`src/hw/rtl/lzss_window_decoder_unit_defines.svh`:
```
// assertion macros used by the lzss window decoder rtl
`ifndef LZSS_WINDOW_DECODER_UNIT_DEFINES_SVH
`define LZSS_WINDOW_DECODER_UNIT_DEFINES_SVH

// antecedent implies consequent in the same cycle
`define LZWD_ASSERT_IMPLIES(lbl, ante, cons, msg) \
  lbl: assert property (@(posedge clk_i) disable iff (!rst_ni) (ante) |-> (cons)) \
    else $error(msg);

// antecedent implies consequent in the next cycle
`define LZWD_ASSERT_NEXT(lbl, ante, cons, msg) \
  lbl: assert property (@(posedge clk_i) disable iff (!rst_ni) (ante) |=> (cons)) \
    else $error(msg);

// condition never holds
`define LZWD_ASSERT_NEVER(lbl, cond, msg) \
  lbl: assert property (@(posedge clk_i) disable iff (!rst_ni) !(cond)) \
    else $error(msg);

`endif

```
`src/hw/rtl/lzwd_fifo.sv`:
```
// small register queue used for the token ops and for the output bytes
`default_nettype none

module lzwd_fifo #(
  parameter int Width = 8,
  parameter int Depth = 4
) (
  input  wire logic             clk_i,
  input  wire logic             rst_ni,
  input  wire logic             push_i,
  input  wire logic [Width-1:0] data_i,
  output logic                  full_o,
  input  wire logic             pop_i,
  output logic      [Width-1:0] data_o,
  output logic                  empty_o
);

  localparam int PtrW = (Depth > 1) ? $clog2(Depth) : 1;
  localparam int CntW = $clog2(Depth + 1);

  logic [Width-1:0] mem_q [Depth];
  logic [PtrW-1:0]  wr_ptr_q, wr_ptr_d;
  logic [PtrW-1:0]  rd_ptr_q, rd_ptr_d;
  logic [CntW-1:0]  cnt_q, cnt_d;
  logic             push_ok, pop_ok;

  assign full_o  = (cnt_q == CntW'(Depth));
  assign empty_o = (cnt_q == '0);
  assign push_ok = push_i && !full_o;
  assign pop_ok  = pop_i && !empty_o;
  assign data_o  = mem_q[rd_ptr_q];

  always_comb begin
    wr_ptr_d = wr_ptr_q;
    rd_ptr_d = rd_ptr_q;
    cnt_d    = cnt_q;
    if (push_ok) begin
      wr_ptr_d = (wr_ptr_q == PtrW'(Depth - 1)) ? '0 : wr_ptr_q + 1'b1;
    end
    if (pop_ok) begin
      rd_ptr_d = (rd_ptr_q == PtrW'(Depth - 1)) ? '0 : rd_ptr_q + 1'b1;
    end
    unique case ({push_ok, pop_ok})
      2'b10:   cnt_d = cnt_q + 1'b1;
      2'b01:   cnt_d = cnt_q - 1'b1;
      default: cnt_d = cnt_q;
    endcase
  end

  always_ff @(posedge clk_i or negedge rst_ni) begin
    if (!rst_ni) begin
      wr_ptr_q <= '0;
      rd_ptr_q <= '0;
      cnt_q    <= '0;
    end else begin
      wr_ptr_q <= wr_ptr_d;
      rd_ptr_q <= rd_ptr_d;
      cnt_q    <= cnt_d;
    end
  end

  always_ff @(posedge clk_i) begin
    if (push_ok) begin
      mem_q[wr_ptr_q] <= data_i;
    end
  end

endmodule

`default_nettype wire

```
`config.mk`:
```
export PLATFORM = sky130hd
export DESIGN_NAME = lzwd_fifo
export DESIGN_NICKNAME = d
export VERILOG_FILES = /design/src/hw/rtl/lzss_window_decoder_unit_defines.svh /design/src/hw/rtl/lzwd_fifo.sv
export SDC_FILE = /design/constraint.sdc
export NUM_CORES = 1
export LEC_CHECK = 0
export BUFFER_PORTS_ARGS = -buffer_cell sky130_fd_sc_hd__buf_2
export CORE_ASPECT_RATIO = 0.5
export CORE_MARGIN = 10
export CORE_UTILIZATION = 59
export DETAILED_ROUTE_END_ITERATION = 8
export PLACE_DENSITY_LB_ADDON = 0.08
export SLEW_MARGIN = 20
export SYNTH_ARGS = -nofsm -noshare
export SYNTH_HDL_FRONTEND = slang
export SYNTH_SLANG_ARGS = --single-unit
```
`constraint.sdc`:
```
create_clock -name clk_i -period 3.4 [get_ports clk_i]
set_input_delay 1.02 -clock clk_i [delete_from_list [all_inputs] [get_ports clk_i]]
set_output_delay 1.02 -clock clk_i [all_outputs]
set_load 0.01 [all_outputs]
```
**Yosys cells after proc, flatten, opt, wreduce, memory -nomap -nowiden**

Memories as Yosys holds them, arrays and structs flattened.
Index checks and enable logic that the tools add are counted.
W data, S select, Z words.

- Add/subtract/negate cells: 4
- Equal/unequal tests: 5
- Muxes and demuxes: 5
- Reductions and logical operators: 6

Operators with widths:

| operator | number |
|---|---|
| $eq A2 B2 Y1 const B | 3 |
| $pmux W3 S2 | 1 |
| $add A2 B1 Y2 const B | 2 |
| $mux W2 | 2 |
| $add A3 B1 Y3 const B | 1 |
| $eq A3 B3 Y1 const B | 1 |
| $logic_not A3 Y1 | 1 |
| $sub A3 B1 Y3 const B | 1 |
| $eq A2 B1 Y1 const B | 1 |
| $logic_and A1 B1 Y1 | 2 |
| $logic_not A1 Y1 | 2 |
| $mux W1 | 2 |
| $reduce_bool A2 Y1 | 1 |

- Register bits after elaboration: 7
- Bits in writable memories: 32
- Output and inout port bits: 10
- Word-level logic and storage cells: 24
- Memories: 1

Memory list:

| memory | words | width | rd ports | clocked after memory_dff | write ports | line | RTL |
|---|---|---|---|---|---|---|---|
| mem_q | 4 | 8 | 1 | 0 | 1 | lzwd_fifo.sv:21 | `logic [Width-1:0] mem_q [Depth];` |

**Longest topological paths before layout**

- Depth in word-level cells: 5
- Depth in mapped cells: 9
- Depth with buffers taken out: 9

**Worst setup path after synthesis**

Ideal clock, no wire load.

- Kind: input -> register
- Start point: in push_i
- End point: reg cnt_q[2]
- Arrival time: 2.157 ns
- Data required time: 3.321 ns
- Path slack: 1.163 ns
- Stages on the path: 8
- Path buffers: 0
- Cell sequence: and2_4 inv_1 ha_1 inv_1 fa_1 xor2_1 nor2_1 xor2_1

- Cells in the longest elaborated chain, start to end: 3
- Elaborated cells on any way between the ends: 5

Ends and longest elaborated chain:

| element | line | RTL |
|---|---|---|
| from (decl) | lzwd_fifo.sv:10 | `input wire logic push_i,` |
| $logic_and A1 B1 Y1 (*) | lzwd_fifo.sv:29 | `assign push_ok = push_i && !full_o;` |
| $eq A2 B1 Y1 / $eq A2 B2 Y1 (equally long branches) | lzwd_fifo.sv:43 | `unique case ({push_ok, pop_ok})` |
| $pmux W3 S2 / $reduce_bool A2 Y1 (equally long branches) | -- |  |
| to (signal assigned) | lzwd_fifo.sv:58 | `cnt_q <= cnt_d;` |
| to (decl) | lzwd_fifo.sv:24 | `logic [CntW-1:0] cnt_q, cnt_d;` |

Every way passes the cells marked *; elsewhere a longest branch is shown, timed or not.
A chain may end at the register's enable or synchronous reset.

**Final worst setup path**

- Start point: reg rd_ptr_q[0]
- End point: out data_o[2]

- Cells in the longest elaborated chain, start to end: 1

Ends and longest elaborated chain:

| element | line | RTL |
|---|---|---|
| from (decl) | lzwd_fifo.sv:23 | `logic [PtrW-1:0] rd_ptr_q, rd_ptr_d;` |
| from (signal assigned) | lzwd_fifo.sv:57 | `rd_ptr_q <= rd_ptr_d;` |
| $mem_v2 Z4 W8 | -- |  |
| to (decl) | lzwd_fifo.sv:14 | `output logic [Width-1:0] data_o,` |

No other way between the ends.

==> impl_metrics.yaml <==
global_route:
  grt_first_pass_wirelength_um: 4380
  antenna_found_initial: 0
  overflow: 0
  grt_max_degree: 13
  grt_usage_pct: 10.7
  grt_pass1_vias: 897
final_layout:
  syn_to_final_growth_pct: 17.1
  final_net_count: 128
  antenna_cells: 0
  fillerInstances: 164
  layout_common_cells: "edfxtp_1 (32), buf_2 (21), inv_1 (8), mux4_2 (8), dfrtp_1 (7)"
  layout_commonest_cell: "edfxtp_1"
  fin_util_pct: 72.5
  finalNonFillerCells: 147
  drive_gt1_share_pct: 41.8
timing:
  fin_ws_ps: 680
  fin_skew_ps: 8.84
  tns_ps: 0
  rsz0062_at_grt: "false"
  tightest_slew_ps: 563
  post-route-period-util_pct: 80.0
  maxSlewViolCount: 0
  setup_viol: 0
  hold_viol: 0
  fin_crit_ps: 2720
  fmax_mhz: 368
  worst_hold_slack_ps: 502
  relSlewSlack_pct: 62.4
drt:
  num_vias: 759
  drtIter0Drc: 73
  ant_nets: 0
  viasPerCell: 5.16
  wl_um: 2600
  first_pass_iters: 4
  drc: 0
  avgRoutedWirePerCell_um: 17.7
yosys:
  synth_edf_count: 32
  syn-num-nets: 102
  ys_seq_elements: 39
  avgSynthCellArea_um2: 19.4
  synth_cells: 83
  ys_types: 19
  synth-seq-area-share_pct: 70.5
  async_reset_ff_share_pct: 17.9
  yosys_warnings: 0
  synthesis.area_um2: 1610
  synth_ff_type: "edfxtp_1"
die:
  start_util_pct: 61.9
  rows: 13
  ios: 22
  die_w_um: 93.9
  die_y_um: 57.0
  die_area_um2: 5350
  coreArea_um2: 2600
clock_network:
  cts_buffer_depth: 2
  clk_pin_slew_ps: 70
  cts_resized: 0
  hold_buffers: 0
  cts_tree: "yes"
  cts.sinks: 39
  insertion_delay_ps: 280
  htreeDepth: 2
  cts_buffers: 5
  cts_setup_buffers: 0
  root_buffer: "clkbuf_8"
place:
  dp_slack_ps: 926
  portBuffers: 21
  dp_cells: 139
  post-dp-hpwl_um: 1880
  globalplace.congestion: 0.630
pwr:
  power_density_nw_per_um2: 901
  p_leak_uw: 0.000754
  ir_worst_vdd_mv: 0.610
critical_path:
  cp.arrival_ps: 1700
  setup.worst_path.class: "register to primary output"
  crit_path_start_kind: "register"
  cp.required_ps: 2380
  crit_path_max_fanout: 11
  endpoint_kind: "primary output"
min_path:
  hold_path.class: "register to register"
job:
  max_cap_viol_count: 0
run_status:
  status: "completed"
## cell families after synthesis
group	after synthesis	share of synthesized area, %
adder cells (fa/ha/maj)	7	5.90
multiplexers	13	15.1
AND/OR/NAND/NOR	11	4.50
XOR/XNOR	3	1.63
buffers and inverters	10	2.41
flip-flops	39	70.5
## metrics by stage
stage               total power, uW  cell area [um^2]
global placement               1230              1750
finish                         1700              1890
floorplan                      1110              1610
detailed placement             1280              1750
CTS                            1720              1890
global route                   1800              1890
## final cells by class
class                      instances  area (um^2)  share of cell area (%)
sequential                        39         1140                    60.2
multi-input combinational         34          437                    23.1
timing repair buffer              21          105                    5.57
clock buffer                       6         72.6                    3.85
clock inverter                     2         60.1                    3.18
tap                               37         46.3                    2.45
inverter                           8         30.0                    1.59
## cells in the mapped netlist, drive strengths merged (2+ instances only)
master	count	area, um^2
and3	4	30.0
inv	8	30.0
xor2	2	17.5
edfxtp	32	961
dfrtp	7	175
buf	2	8.75
mux2	4	52.6
nor2	3	11.3
mux4	8	180
ha	6	75.1
## metal layers
layer / GRT usage, % / vias to the layer above / routed length, um
met5: 0 / - / 0
met4: 2.58 / 0 / 0
met3: 4.30 / 0 / 160
met2: 17.5 / 18 / 1290
met1: 12.9 / 379 / 1150
li1: - / 362 / -
## sequential cells by signal (all words and copies together) (netlist names)
signal / cells
wr_ptr_q: 2
mem_q: 32
rd_ptr_q: 2
cnt_q: 3
## critical path, stage by stage (launching register included)
cell	delay, ps
dfrtp_1	700
mux4_2	570
buf_2	150
## final timing paths
| kind | from | to | cells after the start | slack, ps |
|---|---|---|---|---|
| max | rd_ptr_q[0] | data_o[2] | 2 | 680 |
| min | cnt_q[2] | cnt_q[2] | 1 | 500 |
| max reg2reg | cnt_q[0] | cnt_q[2] | 9 | 1170 |
| min reg2reg | cnt_q[2] | cnt_q[2] | 1 | 500 |
| max in group asynchronous | rst_ni | rd_ptr_q[0] | 1 | 2680 |
| min in group asynchronous | rst_ni | wr_ptr_q[0] | 1 | 560 |
## where the power goes
group	leakage [uW]	total (uW)	internal, uW	switching (uW)
logic	0.000313	506	274	233
clock network	0.0000654	446	293	152
registers	0.000375	748	647	101
total	0.000754	1700	1210	486
No activity file was read; power rests on OpenSTA's default activity.
