[src/hw/rtl/lzss_window_decoder_unit_defines.svh]
// assertion macros used by the lzss window decoder rtl
`ifndef LZSS_WINDOW_DECODER_UNIT_DEFINES_SVH
`define LZSS_WINDOW_DECODER_UNIT_DEFINES_SVH

// antecedent implies consequent in the same cycle
`define LZWD_ASSERT_IMPLIES(lbl, ante, cons, msg) \
  lbl: assert property (@(posedge clk_i) disable iff (!rst_ni) (ante) |-> (cons)) \
    else $error(msg);

// antecedent implies consequent in the next cycle
`define LZWD_ASSERT_NEXT(lbl, ante, cons, msg) \
  lbl: assert property (@(posedge clk_i) disable iff (!rst_ni) (ante) |=> (cons)) \
    else $error(msg);

// condition never holds
`define LZWD_ASSERT_NEVER(lbl, cond, msg) \
  lbl: assert property (@(posedge clk_i) disable iff (!rst_ni) !(cond)) \
    else $error(msg);

`endif

[src/hw/rtl/lzwd_pkg.sv]
// types, constants and window preset function for the lzss window decoder
`default_nettype none

package lzwd_pkg;

  localparam int WinSize    = 4096;
  localparam int AddrW      = $clog2(WinSize);
  localparam int FillW      = AddrW + 1;
  localparam int ByteW      = 8;
  localparam int LimitW     = 32;
  localparam int CfgIdxW    = 2;
  localparam int LenW       = 4;
  localparam int MatchMin   = 3;
  localparam int MatchMax   = MatchMin + (1 << LenW) - 1;
  localparam int RemW       = $clog2(MatchMax + 1);
  localparam int DefOpDepth  = 4;
  localparam int DefOutDepth = 4;

  localparam logic [CfgIdxW-1:0] CfgLz5Mode   = 2'd0;
  localparam logic [CfgIdxW-1:0] CfgLimitEn   = 2'd1;
  localparam logic [CfgIdxW-1:0] CfgOutLimit  = 2'd2;

  localparam logic [ByteW-1:0] Space = 8'h20;
  localparam logic [AddrW-1:0] DefaultStart = AddrW'(WinSize - 16);
  localparam logic [AddrW-1:0] Lz5Start     = AddrW'(4078);

  // lz5 preset layout
  localparam logic [AddrW-1:0] Lz5RunBase   = AddrW'(13);
  localparam logic [AddrW-1:0] Lz5UpBase    = AddrW'(3328);
  localparam logic [AddrW-1:0] Lz5DownBase  = AddrW'(3584);
  localparam logic [AddrW-1:0] Lz5DownTop   = AddrW'(3839);
  localparam logic [AddrW-1:0] Lz5ZeroBase  = AddrW'(3840);
  localparam logic [AddrW-1:0] Lz5SpaceBase = AddrW'(3968);
  localparam logic [AddrW-1:0] Lz5SpaceEnd  = AddrW'(4078);

  // divide by 13 as multiply by reciprocal
  localparam int RecipW     = 13;
  localparam int Recip13    = 5042;
  localparam int RecipShift = 16;
  localparam int ProdW      = AddrW + RecipW;

  typedef struct packed {
    logic [ByteW-1:0] in_byte;
    logic             stream_start;
  } in_item_t;

  typedef struct packed {
    logic [ByteW-1:0] out_byte;
    logic             run_last;
  } out_item_t;

  typedef struct packed {
    logic              en;
    logic [LimitW-1:0] value;
  } limit_cfg_t;

  typedef enum logic [1:0] {
    OP_START,
    OP_LIT,
    OP_MATCH
  } op_kind_e;

  typedef struct packed {
    op_kind_e          kind;
    logic              lz5;
    logic [ByteW-1:0]  data;
    logic [AddrW-1:0]  pos;
    logic [LenW-1:0]   len;
  } op_t;

  function automatic logic [ByteW-1:0] preset_byte(input logic lz5,
                                                   input logic [AddrW-1:0] a);
    logic [AddrW-1:0] x;
    logic [ProdW-1:0] prod;
    logic [ByteW-1:0] v;
    x    = a - Lz5RunBase;
    prod = {{RecipW{1'b0}}, x} * ProdW'(Recip13);
    if (!lz5) begin
      v = Space;
    end else if (a < Lz5RunBase) begin
      v = '0;
    end else if (a < Lz5UpBase) begin
      v = ByteW'(prod[ProdW-1:RecipShift]) + 8'd1;
    end else if (a < Lz5DownBase) begin
      v = ByteW'(a - Lz5UpBase);
    end else if (a < Lz5ZeroBase) begin
      v = ByteW'(Lz5DownTop - a);
    end else if (a < Lz5SpaceBase) begin
      v = '0;
    end else if (a < Lz5SpaceEnd) begin
      v = Space;
    end else begin
      v = '0;
    end
    return v;
  endfunction

endpackage

`default_nettype wire

[src/hw/rtl/lzwd_front.sv]
// token parser: turns compressed bytes into start, literal and match ops
`default_nettype none

module lzwd_front import lzwd_pkg::*; (
  input  wire logic     clk_i,
  input  wire logic     rst_ni,
  input  wire logic     accept_i,
  input  wire in_item_t item_i,
  input  wire logic     lz5_mode_i,
  output logic          op_push_o,
  output op_t           op_o
);

  typedef enum logic [1:0] {
    PH_CTRL,
    PH_TOKEN,
    PH_MATCH2
  } phase_e;

  phase_e           phase_q, phase_d, phase_cur;
  logic [ByteW-1:0] ctrl_q, ctrl_d;
  logic [2:0]       bit_q, bit_d;
  logic [ByteW-1:0] first_q, first_d;
  logic [ByteW-1:0] b;

  assign b         = item_i.in_byte;
  assign phase_cur = item_i.stream_start ? PH_CTRL : phase_q;

  always_comb begin
    phase_d   = phase_q;
    ctrl_d    = ctrl_q;
    bit_d     = bit_q;
    first_d   = first_q;
    op_push_o = 1'b0;
    op_o      = '0;
    op_o.lz5  = lz5_mode_i;
    if (accept_i) begin
      if (item_i.stream_start) begin
        op_push_o = 1'b1;
        op_o.kind = OP_START;
      end
      unique case (phase_cur)
        PH_CTRL: begin
          ctrl_d  = b;
          bit_d   = '0;
          phase_d = PH_TOKEN;
        end
        PH_TOKEN: begin
          if (ctrl_q[bit_q]) begin
            op_push_o = 1'b1;
            op_o.kind = OP_LIT;
            op_o.data = b;
            bit_d     = bit_q + 1'b1;
            phase_d   = (bit_q == 3'd7) ? PH_CTRL : PH_TOKEN;
          end else begin
            first_d = b;
            phase_d = PH_MATCH2;
          end
        end
        PH_MATCH2: begin
          op_push_o = 1'b1;
          op_o.kind = OP_MATCH;
          op_o.pos  = {b[7:4], first_q};
          op_o.len  = b[3:0];
          bit_d     = bit_q + 1'b1;
          phase_d   = (bit_q == 3'd7) ? PH_CTRL : PH_TOKEN;
        end
        default: phase_d = PH_CTRL;
      endcase
    end
  end

  always_ff @(posedge clk_i or negedge rst_ni) begin
    if (!rst_ni) begin
      phase_q <= PH_CTRL;
      ctrl_q  <= '0;
      bit_q   <= '0;
      first_q <= '0;
    end else begin
      phase_q <= phase_d;
      ctrl_q  <= ctrl_d;
      bit_q   <= bit_d;
      first_q <= first_d;
    end
  end

endmodule

`default_nettype wire

[config.mk]
export PLATFORM = sky130hd
export DESIGN_NAME = lzwd_front
export DESIGN_NICKNAME = d
export VERILOG_FILES = /design/src/hw/rtl/lzss_window_decoder_unit_defines.svh /design/src/hw/rtl/lzwd_pkg.sv /design/src/hw/rtl/lzwd_front.sv
export SDC_FILE = /design/constraint.sdc
export NUM_CORES = 1
export LEC_CHECK = 0
export ABC_CLOCK_PERIOD_IN_PS = 2600
export BUFFER_PORTS_ARGS = -buffer_cell sky130_fd_sc_hd__buf_2
export CAP_MARGIN = 20
export CORE_ASPECT_RATIO = 1.2
export CORE_MARGIN = 8
export CORE_UTILIZATION = 30
export DETAILED_ROUTE_END_ITERATION = 10
export PLACE_DENSITY = 0.62
export SETUP_SLACK_MARGIN = 0.15
export SLEW_MARGIN = 5
export SYNTH_ARGS = -nofsm -noshare
export SYNTH_HDL_FRONTEND = slang
export SYNTH_SLANG_ARGS = --single-unit
[constraint.sdc]
create_clock -name clk_i -period 2.6 [get_ports clk_i]
set_input_delay 0.39 -clock clk_i [delete_from_list [all_inputs] [get_ports clk_i]]
set_output_delay 0.39 -clock clk_i [all_outputs]
set_load 0.03 [all_outputs]
Yosys cells after proc, flatten, opt, wreduce, memory -nomap -nowiden

Index checks and enable logic that the tools add are counted.

Add/sub/neg operators: 1
$lt $le $gt $ge: 1
Equality and inequality tests: 4
Mux-type cells: 19
Bitwise operators: 1
Reduce and logical (&&, ||, !) cells: 5

Operator list:

| cell                                                                         | count |
|---|---|
| 24-bit two-way mux                                                           | 1 |
| 16-bit two-way mux                                                           | 1 |
| 8-bit two-way mux                                                            | 2 |
| 3-bit one-hot mux with 3 select lines                                        | 1 |
| 1-bit two-way mux                                                            | 6 |
| 2-bit two-way mux                                                            | 3 |
| 2-bit one-hot mux with 3 select lines                                        | 1 |
| 3-bit AND reduction                                                          | 2 |
| 3-bit by 4-bit less-than comparator with 1-bit output, second input constant | 1 |
| 2-bit one-hot mux with 2 select lines                                        | 1 |
| 3-bit by 1-bit adder with 3-bit output, second input constant                | 1 |
| 1-bit binary-select mux with 3-bit select                                    | 1 |
| 3-bit equality test, second input constant                                   | 1 |
| 3-bit two-way mux                                                            | 1 |
| 3-bit nonzero test                                                           | 1 |
| 2-bit by 1-bit equality test with 1-bit output, second input constant        | 1 |
| 2-bit equality test, second input constant                                   | 1 |
| 2-bit zero test                                                              | 1 |
| 2-bit inequality test, second input constant                                 | 1 |
| 1-bit one-hot mux with 2 select lines                                        | 1 |
| 2-bit AND reduction                                                          | 1 |
| 1-bit NOT                                                                    | 1 |

Flip-flop bits (word level): 21
Input bits: 13
Output and inout bits: 28
Logic and storage cells: 35

Depth between registers and ports, before layout

Gate-level depths: netlist of run 1.

Depth in word-level cells: 5
Mapped depth: 8
Gate-level depth less buffers: 7

Worst setup path before layout of run 1

OpenSTA, ideal clock, no wires.

Kind: input port to output port
Start: input item_i[0] (netlist name)
End: output op_o[16] (netlist name)
Data arrival time: 1.934 ns
Data required time: 2.210 ns
Path slack: 0.276 ns
Stages: 7
Path buffers: 1
Cell sequence: nand2b_1 -> inv_1 -> ha_1 -> clkbuf_1 -> nand2_1 -> nor3_1 -> and2_1

RTL lines:

| what               | line             | RTL |
|---|---|---|
| start: declaration | lzwd_front.sv:8  | `input wire in_item_t item_i,` |
| end: declaration   | lzwd_front.sv:11 | `output op_t op_o` |

==> flow_results.org, run 1 <==
** Drt
- For this run, design rule violations remaining after detail routing come to 0.
- WL/cell :: 14.8 um
- Final antenna-violating net count :: 0
- For this run, the detailed router's first-pass iteration total came to 4.
- Vias per cell :: 5.07
- After the first detailed-routing iteration, the DRC count stood at 28.
- Final wirelength :: 3.28 mm
- The routed layout has 1126 vias.

** Setup path
- The worst register-to-register path has a depth of 4.
- The worst setup path is launched from a flip-flop.
- Largest driver fanout on the critical path :: 9
- STA classifies the critical path endpoint as an output port.
- The worst setup path is of the reg -> out kind.
- Together, buffers and inverters on the worst path number 1.
- Dominant delay contributor by cell family on the critical path :: flip-flops
- Cell at the slowest stage of the critical path :: sky130_fd_sc_hd__dfrtp_2
- For the worst setup path, the data arrival time is 1890 ps.
- Required time of the critical path :: 2210 ps
- Worst-path cell chain :: mux2_4 -> o22ai_2 -> nor3_4 -> and2_1 -> buf_2
- In this run the critical register-to-register path is launched from bit_q[0]$_DFFE_PN0P_.
- Reg2reg setup slack :: 680 ps
- Reg-to-reg endpoint :: first_q[7]$_DFFE_PN0P_
- On the worst path, the slowest cell contributes a delay of 490 ps.

** Clocking
- H-tree lvl count :: 1
- Clock tree sinks :: 21
- Counting the buffers created by CTS gives 3.
- Clk pin slew, worst setup/hold paths :: 80 ps
- Root cell of the clock tree :: sky130_fd_sc_hd__clkbuf_8
- Number of buffers inserted for hold repair after clock tree synthesis :: 0
- TritonCTS built the clock tree.
- Maximum clock path buffer count :: 2
- Worst-skew pair later-pin latency :: 260 ps
- Number of post-CTS setup repair buffers :: 0

** Synth
- Synthesis inferred 21 register bits.
- Counting distinct cell types in the post-synthesis netlist gives 28.
- Ranking of synthesized cells by instance count :: sky130_fd_sc_hd__dfrtp_1, sky130_fd_sc_hd__mux2_2, sky130_fd_sc_hd__and3_1
- Async set-or-reset flop fraction in the synthesized netlist :: 100%
- Mapped Area :: 1310 um2
- The top cell type by area accounts for 40.0% of the synthesized area.
- After synthesis, flip-flops and latches occupy 40.0% of the total area.
- Number of enable flip-flop cells after synthesis :: 0
- During synthesis, Yosys emitted a total of 0 warnings.
- By instance count, the leading cell after synthesis is sky130_fd_sc_hd__dfrtp_1.
- Primary flip-flop cell chosen by synthesis mapping :: sky130_fd_sc_hd__dfrtp_1
- Post-Synthesis Net Count :: 149
- A synthesized cell averages 10.1 um2.
- Yosys attributes the largest share of cell area to sky130_fd_sc_hd__dfrtp_1, sky130_fd_sc_hd__mux2_2, sky130_fd_sc_hd__and3_1.
- After technology mapping, the gate count stands at 130.
- Post-synthesis cell type with the largest combined area :: sky130_fd_sc_hd__dfrtp_1

** Layout
- The layout has 467 filler cells.
- 0 antenna diodes ended up in the layout.
- The final layout contains 186 nets.
- The multi-input combinational cells in the finished layout cover a total of 753 um2.
- Fraction of final layout cells with drive strength greater than 1 :: 41.0%
- For this run, the number of standard cells in the final layout without fillers is 222.
- Synthesis-to-layout area growth :: 23.2%
- Sequential cell area :: 527 um2

** Placement
- After legalization and detailed placement, the total HPWL measured 2.47 mm.
- Placed Cells incl. Taps :: 218
- In this run the tool buffered the top-level ports with 38 buffer cells.
- Routability-driven placement finished with a final weighted congestion of 0.769.

** Power
- Sw power :: 0.000633 W
- Part of the power in combinational logic :: 47.9%
- Cell internal power was estimated by the tool at 0.000910 W.
- Sequential share of power :: 37.8%
- Pwr/cell area :: 953 nW/um2
- Clock network fraction of design power :: 14.3%
- Summed over all cells, the static leakage comes to 0.852 nW.
- Max IR drop VDD :: 385 uV
- Switching power share of the total :: 41.0%

** Timing
- The clock arrives with 2.85 ps of skew.
- Slew Limit Headroom :: 67.5%
- Hold violation count in the final report :: 0
- Slew @ Worst Pin :: 488 ps
- Dividing the final minimum period by the clock period gives 87.7%.
- Fmax :: 0.439 GHz
- The worst path in the final design needs a cycle of 2280 ps, including I/O delays and setup.
- Summed over all failing endpoints, the final setup total negative slack is 0 ps.
- Setup repair after global routing left no endpoint under its margin.
- The final number of max-transition violations came to 0.
- Final Setup Violations :: 0

** Floorplanning
- 41 I/O pins were placed.
- From left edge to right edge, the die measures 76.4 um.
- Starting Density :: 31.1%
- Floorplan die height :: 88.5 um
- In this run the core area contains 26 standard-cell rows.
- The die covers 6760 um2.
- Placeable core area :: 4230 um2

** Global route
- In the global route stage, overall resource usage came out at 9.91%.
- Vias in the first global route :: 1204
- The initial antenna violation count came to 0.
- Global-route wire length before repair :: 5.52 mm
- Pin count of the biggest net entering global routing :: 22
- Global routing finished with a remaining overflow of 0.

** Worst hold path
- The worst hold path belongs to the class in -> async.

** Status
- Status :: finished clean

** Run
- Max cap viols :: 0
power by group through the flow:
stage,Clock [W],Combinational (W),Sequential (W)
after floorplan,0,0.000586,0.000542
after global placement,0,0.000699,0.000585
after detailed placement,0,0.000708,0.000587
after CTS,0.000224,0.000723,0.000580
after global routing,0.000237,0.000818,0.000610
final,0.000220,0.000739,0.000583
state kept, by name (all words and copies together) (netlist names):
signal	count
ctrl_q	8
first_q	8
bit_q	3
phase_q	2
how the worst max path moves through the flow:
| stage | startpoint | to | depth (start not counted) |
|---|---|---|---|
| final | bit_q[0]$_DFFE_PN0P_ | op_o[25] | 5 |
| after global routing | bit_q[0]$_DFFE_PN0P_ | op_o[16] | 5 |
| after CTS | bit_q[0]$_DFFE_PN0P_ | op_o[25] | 5 |
| after detailed placement | item_i[0] | op_o[25] | 8 |
| after global placement | item_i[0] | op_o[25] | 8 |
| after floorplan | item_i[0] | op_o[16] | 7 |
through the flow:
step | hold WS, ps | cell area, um2 | total power, W | setup slack (ps) | util [%]
2_1_floorplan | 94.4 | 1310 | 0.00113 | 276 | -
3_3_place_gp | 380 | 1550 | 0.00128 | 150 | 36.6
3_5_place_dp | 383 | 1550 | 0.00130 | 142 | 36.6
4_1_cts | 95.5 | 1600 | 0.00153 | 175 | 37.9
5_1_grt | 119 | 1620 | 0.00167 | 208 | 38.3
6_report | 76.3 | 1620 | 0.00154 | 320 | 38.3
cell usage in the layout (no fill, tap or decap), drive strengths merged, types with 5 or more instances in the layout:
cell type	netlist	final
buf	2	40
nand2	8	8
and3	16	16
inv	5	5
mux2	18	18
ha	6	6
and2	10	10
dfrtp	21	21
routing by layer:
metal	wire length (um)	up-vias	global-route usage (%)
met3	174	4	3.25
met5	0	-	0
li1	-	536	-
met2	1590	28	16.8
met4	46	0	3.68
met1	1470	558	11.5
area by class of cell:
type,instances,share of cell area [%]
clock buffer,4,2.78
inverter,5,1.16
multi-input combinational,96,46.5
sequential,21,32.5
tap,56,4.33
timing repair buffer,40,12.7
logic make-up (layout without fill, tap and decap cells):
group	after synthesis	after routing	share of synthesized area (%)
and+or+nand+nor	54	54	23.0
DFF	21	21	40.0
muxes	20	20	17.2
AOI/OAI and AO/OA	16	16	9.52
buffers and inverters	13	49	4.57
adders and majority gates	6	6	5.71
timing repair:
item | CTS | global route
gates resized for setup | 2 | 4
setup endpoints to repair | 9 | 10
endpoints found under the hold margin | 0 | 0
No activity file was read; power rests on OpenSTA's default activity.
==> inputs of run 2 (changes only) <==
==> constraint.sdc (replaced) <==
create_clock -name clk_i -period 2.6 [get_ports clk_i]
set_input_delay 0.52 -clock clk_i [delete_from_list [all_inputs] [get_ports clk_i]]
set_output_delay 0.52 -clock clk_i [all_outputs]
set_load 0.03 [all_outputs]
==> flow_results.org, run 2 (synthesized netlist as in run 1, its figures left out) <==
** Status
- Status :: finished clean

** Drt
- The detailed router's first-iteration violation count is 38 (+36%).
- Vias per cell :: 4.92 (-2.9%)
- The total wire length after detailed routing came to 3.47 mm (+5.9%).
- The via count of the routed design is 1113 (-1.2%).
- Iteration count of the initial detailed-routing pass :: 4 (unchanged)
- The wire length per cell was 15.4 um (+4.0%).
- Final antenna-violating net count :: 0 (unchanged)
- The count of unresolved DRC violations after routing is 0 (unchanged).

** Power
- The leakage power of the design was 0.888 nW (+4.2%).
- Max IR drop VDD :: 429 uV (+12%)
- Part of the power in combinational logic :: 52.2% (+4.3 points)
- Sequential share of power :: 34.5% (-3.3 points)
- The switching power total was 0.000707 W (+12%).
- Pwr/cell area :: 976 nW/um2 (+2.4%)
- The relative contribution of the clock network to total power is 13.3% (-1.0 points).
- Switching power share of the total :: 41.9% (+0.91 points)
- Tot Pwr :: 0.00169 W (+9.4%)
- The cell-internal power came to 0.000980 W (+7.7%).

** Floorplanning
- Starting Density :: 31.1% (unchanged)
- The die outline width was 76.4 um (unchanged).
- The die height is 88.5 um (unchanged).
- Number of top-level design ports :: 41 (unchanged)
- # rows :: 26 (unchanged)
- The placeable core region came to 4230 um2 (unchanged).
- The die footprint came to 6760 um2 (unchanged).

** Layout
- The share of the core filled with cells in the final layout came to 40.9% (+2.6 points).
- The final cell count without fillers was 226 (+1.8%).
- The final instance area was 1730 um2 (+6.8%).
- Synthesis-to-layout area growth :: 31.6%
- # fillers :: 439 (-6.0%)
- Total area of multi-input combinational cells :: 821 um2 (+9.0%)
- Fraction of final layout cells with drive strength greater than 1 :: 50.6% (+9.6 points)
- Sequential cell area :: 527 um2 (unchanged)
- The number of diodes is 0 (unchanged).
- The largest registers in the layout are ctrl_q x8, first_q x8, bit_q x3.
- The library cells used most frequently in the layout, excluding fill and tap cells, are sky130_fd_sc_hd__buf_2, sky130_fd_sc_hd__dfrtp_1, sky130_fd_sc_hd__mux2_2, sky130_fd_sc_hd__and3_1, sky130_fd_sc_hd__and2_2.
- Leading cell type in the layout, fill and taps excluded :: sky130_fd_sc_hd__buf_2
- Total Nets Final :: 190 (+2.2%)

** Setup path
- The critical path is of the reg -> out type.
- Count of cells along the worst register-to-register path :: 4 (unchanged)
- The highest net fanout along the worst path came to 6 (-3).
- Crit end category :: output port
- The data arrival at the endpoint of the critical path came to 1850 ps (-40 ps).
- The worst-case register-to-register setup slack was 690 ps (about the same).
- The worst setup path is launched from a flip-flop.
- The required arrival time at the worst endpoint is 2080 ps (-130 ps).

** Global route
- The sum of overflow across all layers after global routing was 0 (unchanged).
- Vias in the first global route :: 1264 (+5.0%)
- Pin count of the biggest net entering global routing :: 22 (unchanged)
- The initial antenna violation count is 0 (unchanged).
- The first-pass GRT wire length is 5.75 mm (+4.2%).
- Global-route total usage across every layer :: 10.4% (+0.54 points)

** Clocking
- The total clock buffers created by CTS is 3 (unchanged).
- TritonCTS built the clock tree.
- Worst-skew pair later-pin latency :: 270 ps (about the same)
- The clock slew seen by the registers of the worst setup and hold paths was 80 ps (about the same).
- The number of levels the H-tree was split into is 1 (unchanged).
- Maximum clock path buffer count :: 2 (unchanged)
- The sink count of the clock tree is 21 (unchanged).
- Root cell of the clock tree :: sky130_fd_sc_hd__clkbuf_8

** Timing
- The maximum clock frequency was 0.422 GHz (-3.9%).
- Setup repair after global routing left no endpoint under its margin.
- Final Setup Violations :: 0 (unchanged)
- The final number of max-transition violations is 0 (unchanged).
- Hold violation count in the final report :: 0 (unchanged)
- Final setup TNS :: 0 ps (unchanged)
- The minimum clock period after layout is 2370 ps (+91.7 ps).
- Slew Limit Headroom :: 67.5% (about the same)
- Slew @ Worst Pin :: 488 ps (-0.407 ps)
- Largest clock skew in the final design :: 3.63 ps (+0.781 ps)
- Share of the clock period used by the worst path after layout :: 91.2% (+3.5 points)

** Run
- The reported max-cap violation count came to 0 (unchanged).

** Placement
- The number of input and output port buffers inserted came to 38 (unchanged).
- The placed wire-length estimate after detailed placement was 2.51 mm (+1.6%).
- Last weighted congestion value of the routability-driven placer :: 0.729 (-5.2%)
- Placed Cells incl. Taps :: 220 (+0.92%)
- Placed standard-cell area :: 1580 um2 (+2.0%)

** Worst hold path
- The min-delay analysis places its worst path in the category in -> async.
run 2: cell types whose count changed in the layout (fill, tap and decap cells not counted), sizes merged:
| cell | delta |
|---|---|
| buf | -2 |
| clkbuf | +4 |
| clkinv | +1 |
| nor3 | +1 |
run 2: metrics by stage:
step                      setup WS [ps]  hold WS, ps
after floorplan                     195          224
after global placement             95.7          483
after detailed placement           70.4          489
after CTS                           160          225
after global routing                152          247
final                               229          206
run 2: repair_timing:
action	in CTS	in global routing
hold buffers	0	0
resized for setup	4	18
cloned	1	0
setup buffers	0	1
setup endpoints to repair	10	10
pin swaps	1	1
run 2: final cells by class:
class | count | share of cell area, %
clock buffer | 3 | 2.39
sequential | 21 | 30.5
inverter | 5 | 1.09
multi-input combinational | 97 | 47.5
clock inverter | 1 | 0.289
timing repair buffer | 43 | 14.3
tap | 56 | 4.05
run 2: worst max-delay path, cell delays in order (launching register included):
cell and delay (ps):
sky130_fd_sc_hd__dfrtp_2 470, sky130_fd_sc_hd__mux2_2 400, sky130_fd_sc_hd__o22ai_4 240, sky130_fd_sc_hd__nor3_4 90, sky130_fd_sc_hd__and2_2 200, sky130_fd_sc_hd__clkbuf_4 180
run 2: worst paths after layout:
kind | from | to
min in group clk_i | ctrl_q[3]$_DFFE_PN0P_ | ctrl_q[3]$_DFFE_PN0P_
setup reg to reg | bit_q[0]$_DFFE_PN0P_ | first_q[6]$_DFFE_PN0P_
setup / recovery | bit_q[0]$_DFFE_PN0P_ | op_o[25]
hold / removal | rst_ni | ctrl_q[6]$_DFFE_PN0P_
max in group asynchronous | rst_ni | bit_q[0]$_DFFE_PN0P_
hold reg to reg | ctrl_q[3]$_DFFE_PN0P_ | ctrl_q[3]$_DFFE_PN0P_
run 2: layer usage:
layer / up-vias / part of all wire [%] / track usage [%]
met2: 37 / 46 / 17.6
li1: 547 / - / -
met1: 525 / 46 / 12.0
met3: 4 / 6.7 / 3.86
met4: 0 / 1.0 / 3.68
met5: - / 0 / 0
run 2: power groups by stage:
stage          clock (W)  sequential [W]  combinational (W)
2_1_floorplan          0        0.000542           0.000596
3_5_place_dp           0        0.000590           0.000726
5_1_grt         0.000244        0.000605           0.000961
3_3_place_gp           0        0.000582           0.000718
4_1_cts         0.000232        0.000583           0.000774
6_report        0.000225        0.000582           0.000880
